==> config.mk <==
export PLATFORM = sky130hd
export DESIGN_NAME = gsc_ram
export DESIGN_NICKNAME = d
export VERILOG_FILES = /design/src/rtl/gsc_ram.sv
export SDC_FILE = /design/constraint.sdc
export NUM_CORES = 1
export LEC_CHECK = 0
export BUFFER_PORTS_ARGS = -buffer_cell sky130_fd_sc_hd__clkbuf_2
export CAP_MARGIN = 30
export CORE_ASPECT_RATIO = 2
export CORE_MARGIN = 5
export CORE_UTILIZATION = 53
export CTS_CLUSTER_SIZE = 25
export DETAILED_ROUTE_END_ITERATION = 8
export HOLD_SLACK_MARGIN = 0.03
export PLACE_DENSITY_LB_ADDON = 0.25
export SYNTH_ARGS = -nofsm -noshare
export SYNTH_HDL_FRONTEND = slang
export SYNTH_SLANG_ARGS = --single-unit
==> constraint.sdc <==
create_clock -name clk -period 4.8 [get_ports clk]
set_input_delay 0.96 -clock clk [delete_from_list [all_inputs] [get_ports clk]]
set_output_delay 0.96 -clock clk [all_outputs]
set_load 0.005 [all_outputs]
==> src/rtl/gsc_ram.sv <==
`timescale 1ns / 1ps

module gsc_ram #(
  parameter int WIDTH  = 8,
  parameter int DEPTH  = 16,
  parameter int ADDR_W = (DEPTH > 1) ? $clog2(DEPTH) : 1
) (
  input  logic              clk,
  input  logic              we,
  input  logic [ADDR_W-1:0] waddr,
  input  logic [WIDTH-1:0]  wdata,
  input  logic              re,
  input  logic [ADDR_W-1:0] raddr,
  output logic [WIDTH-1:0]  rdata
);

  logic [WIDTH-1:0] mem [DEPTH];

  always_ff @(posedge clk) begin
    if (we) begin
      mem[waddr] <= wdata;
    end
    if (re) begin
      rdata <= mem[raddr];
    end
  end

endmodule

==> After elaboration in Yosys (flattened, before gate mapping) <==
Memory sizes are Yosys's and may differ from the RTL's. A register that Yosys moved wholly into a read port is not among the register bits.
Cells that the tools add are included.
{ "classes": {"bitwise_logic": 0, "shift": 0, "multipliers": 0, "reduce_logical": 0, "div_mod_pow": 0, "n_addsub": 0, "mux": 2, "eq_ne": 0, "order_cmp": 0} }
{ "ops": {"columns": ["op", "count"], "rows": [
  ["two-way mux 1 bit", 2]
]} }
{ "totals": {"elab_cells": 3, "latchBits": 0, "ff_bits": 0, "rom_bits": 0, "mem_count": 1, "ramBits": 128, "input_bits": 19, "output_inout_bits": 8} }
{ "mem_list": {"columns": ["memory", "words", "word_bits", "read_ports", "rd_ports_with_merged_regs", "write_ports", "line_no", "source"], "rows": [
  ["mem", 16, 8, 1, 1, 1, "17", "logic [WIDTH-1:0] mem [DEPTH];"]
]} }

==> Logic depth before layout (Yosys ltp) <==
{ "logic_depth": {"depth_word": 2, "mapped_depth": 5, "ltp_nobuf": 3} }

==> Worst setup path before layout <==
No wires, ideal clock.
{ "synth_path": {"kind": "input to register", "startpoint": "input waddr[2]", "endpoint": "memory mem[0][0], enable pin", "t_arrival_ns": 2.070, "path_buffers": 0, "cell_stages": 2, "setup_ns": 0.383, "t_required_ns": 4.417, "setup_slack_ns": 2.347, "path_cell_list": "or3b_2 > nor3_1"} }
{ "synth_lines": {"columns": ["element", "line_no", "source"], "rows": [
  ["start, declared", "10", "input logic [ADDR_W-1:0] waddr,"],
  ["end, declared", "17", null]
]} }
No word-level cell before the write port.

==> results.cfg <==
[timing]
finalWorstSetupSlack_ps = 2130
relSlewSlack = 0.357
final-hold-violation-count = 0
period_share = 0.555
fin_tns_setup_ps = 0
tightest_slew_ps = 960
max_freq_mhz = 375
finalCriticalPeriod_ps = 2670
setup_viol = 0
grt_setup_unrepaired = no
fin_worst_skew_ps = 6.26
maxSlewViolCount = 0

[detailed_routing]
wl_um = 9640
vias = 2363
wl_per_cell_um = 23.4
drc = 0
dr.pass1.iters = 4
drt_iter0_drc = 177
ant_nets = 0
viasPerCell = 5.74

[global_routing]
antenna_found_initial = 0
grt_pass1_wl_um = 14800
grt_usage = 0.180
overflow = 0
grt_max_degree = 33
first_global_vias = 2576

[setup_path]
regToRegStartpoint = mem[1][0]
slowest_delay_ps = 570
arrival_ps = 2820
crit_required_ps = 4950
endpoint_kind = register
cp_num_buf_inv = 2
critPathTopFamily = buffers and inverters
r2r_cells = 3
cp_cell_sequence = clkbuf_2, buf_4, mux4_2, a22oi_1, nand2_1
worst_path_max_delay_cell = clkbuf_2
cp_max_fo = 21
cp-start-kind = input port
r2r_end = rdata[0]
critPathKind = input port to register
r2r_slack_ps = 3300

[die]
coreArea_um2 = 9700
start_util = 0.539
die_x_um = 80.2
dieArea_um2 = 12100
num_rows = 51
ios = 27
die_h_um = 150

[yosys]
synth_area_leaders = edfxtp_1 78%, mux4_2 7.8%, mux4_1 7.0%
synth_area_leader_cell = edfxtp_1
syn_area_per_cell_um2 = 22.8
ys_async_sr_fraction = 0
seq_area_frac_synth = 0.781
synth_warnings = 0
synth_common_cells = 136 x edfxtp_1, 18 x mux4_2, 16 x a22oi_1
synth.distinct_cells = 18
synth.top_cell.area_share = 0.781
synthFlopType = edfxtp_1
synth_area_um2 = 5230
synth_cells = 229
syn-num-nets = 248
synth_edf_count = 136
synthMostInstantiatedCell = edfxtp_1
ys_seq_elements = 136

[cts]
cts.sinks = 136
clk_pin_slew_ps = 60
cts_tree = yes
holdBufCountCts = 0
cts_setup_buffers = 0
cts_resized = 0
clockRootBuffer = clkbuf_16
numCtsBuffers = 17
h-tree-depth = 4
cts.path.max_buffers = 2
clk-insertion-delay-late_ps = 410

[finish]
final_layout_size_suffix_gt1_frac = 0.289
final-instance-count-excl-fill = 412
diodes = 0
syn2layout_area_growth_pct = 16.2
nNetsFinal = 286
fill_cells = 690

[pwr]
leakage_nw = 2.02
finalPower_mw = 2.75
power.density_nw_per_um2 = 453
vdd_ir_drop_max_mv = 0.348

[run]
drv_cap = 0

[worst_hold_path]
min_to = rdata[4]
hold_start = mem[12][4]
worstHoldPathCells = 3
hp-class = register to register

[run_status]
outcome = finished clean

[place]
place.gp.congestion = 0.738
dp_cells = 380
pre_cts_slack_ps = 1730
port_buffers = 26
hpwl_um = 6690
-- cell type report --
class / instances / area (um2) / area share
flip-flops and latches: 136 / 4080 / 0.673
multi-input cells: 83 / 1070 / 0.176
clock buffers: 17 / 425 / 0.0701
clock inverters: 15 / 178 / 0.0293
well taps: 132 / 165 / 0.0272
repair buffers: 29 / 153 / 0.0251
-- per-layer routing --
metal  up-vias  GRT usage  wire length, um
li1       1063          -                -
met1      1212      0.188             3320
met2        72      0.328             5650
met3        16     0.0425              371
met4         0     0.0922              294
met5         -          0                0
-- worst reg2reg max path, stage by stage (launching register included) --
cell and delay [ps]:
edfxtp_1 360, mux4_1 520, a22oi_1 260, nand2_1 110
-- power breakdown --
group | internal, mW | switching, mW | total [mW]
logic | 0.0467 | 0.0649 | 0.112
clock network | 0.817 | 0.475 | 1.29
registers | 1.34 | 0.00718 | 1.35
-- placed cells by master, fill, tap and decap left out, types with 4 or more instances in the layout --
cell        instances
mux4_2             18
clkbuf_16          17
nand2_1             9
mux4_1             14
a22oi_1            16
edfxtp_1          136
nor2_1             13
clkinvlp_4          4
clkbuf_2           26
-- per-stage QoR --
| stage | area, um2 | utilization | hold WS, ps |
|---|---|---|---|
| after global routing | 6070 | 0.626 | 790 |
| after detailed placement | 5470 | 0.564 | 748 |
| after global placement | 5470 | 0.564 | 734 |
| after CTS | 6070 | 0.626 | 761 |
| after floorplan | 5230 | - | 705 |
| final | 6070 | 0.626 | 758 |
-- state kept, by name, indices dropped and copies added, names as in the netlist --
name,flops
rdata,8
mem,128
-- worst max-delay path by stage --
| stage | start | endpoint | slack, ps | cells past startpoint |
|---|---|---|---|---|
| 5_1_grt | raddr[0] | rdata[4] | 1970 | 5 |
| 6_report | raddr[0] | rdata[4] | 2130 | 5 |
| 4_1_cts | raddr[0] | rdata[4] | 2120 | 5 |
| 3_3_place_gp | raddr[0] | rdata[4] | 1750 | 5 |
| 2_1_floorplan | waddr[2] | mem[0][0] | 2350 | 2 |
| 3_5_place_dp | raddr[0] | rdata[4] | 1730 | 5 |
-- cells by family after synthesis --
kind of cell,count (synthesis),synth area share
flip-flops,136,0.781
AO/OA/AOI/OAI,16,0.0230
multiplexers,32,0.148
buffers and inverters,10,0.0165
AND/OR/NAND/NOR,35,0.0314
No activity file was read; power rests on OpenSTA's default activity.
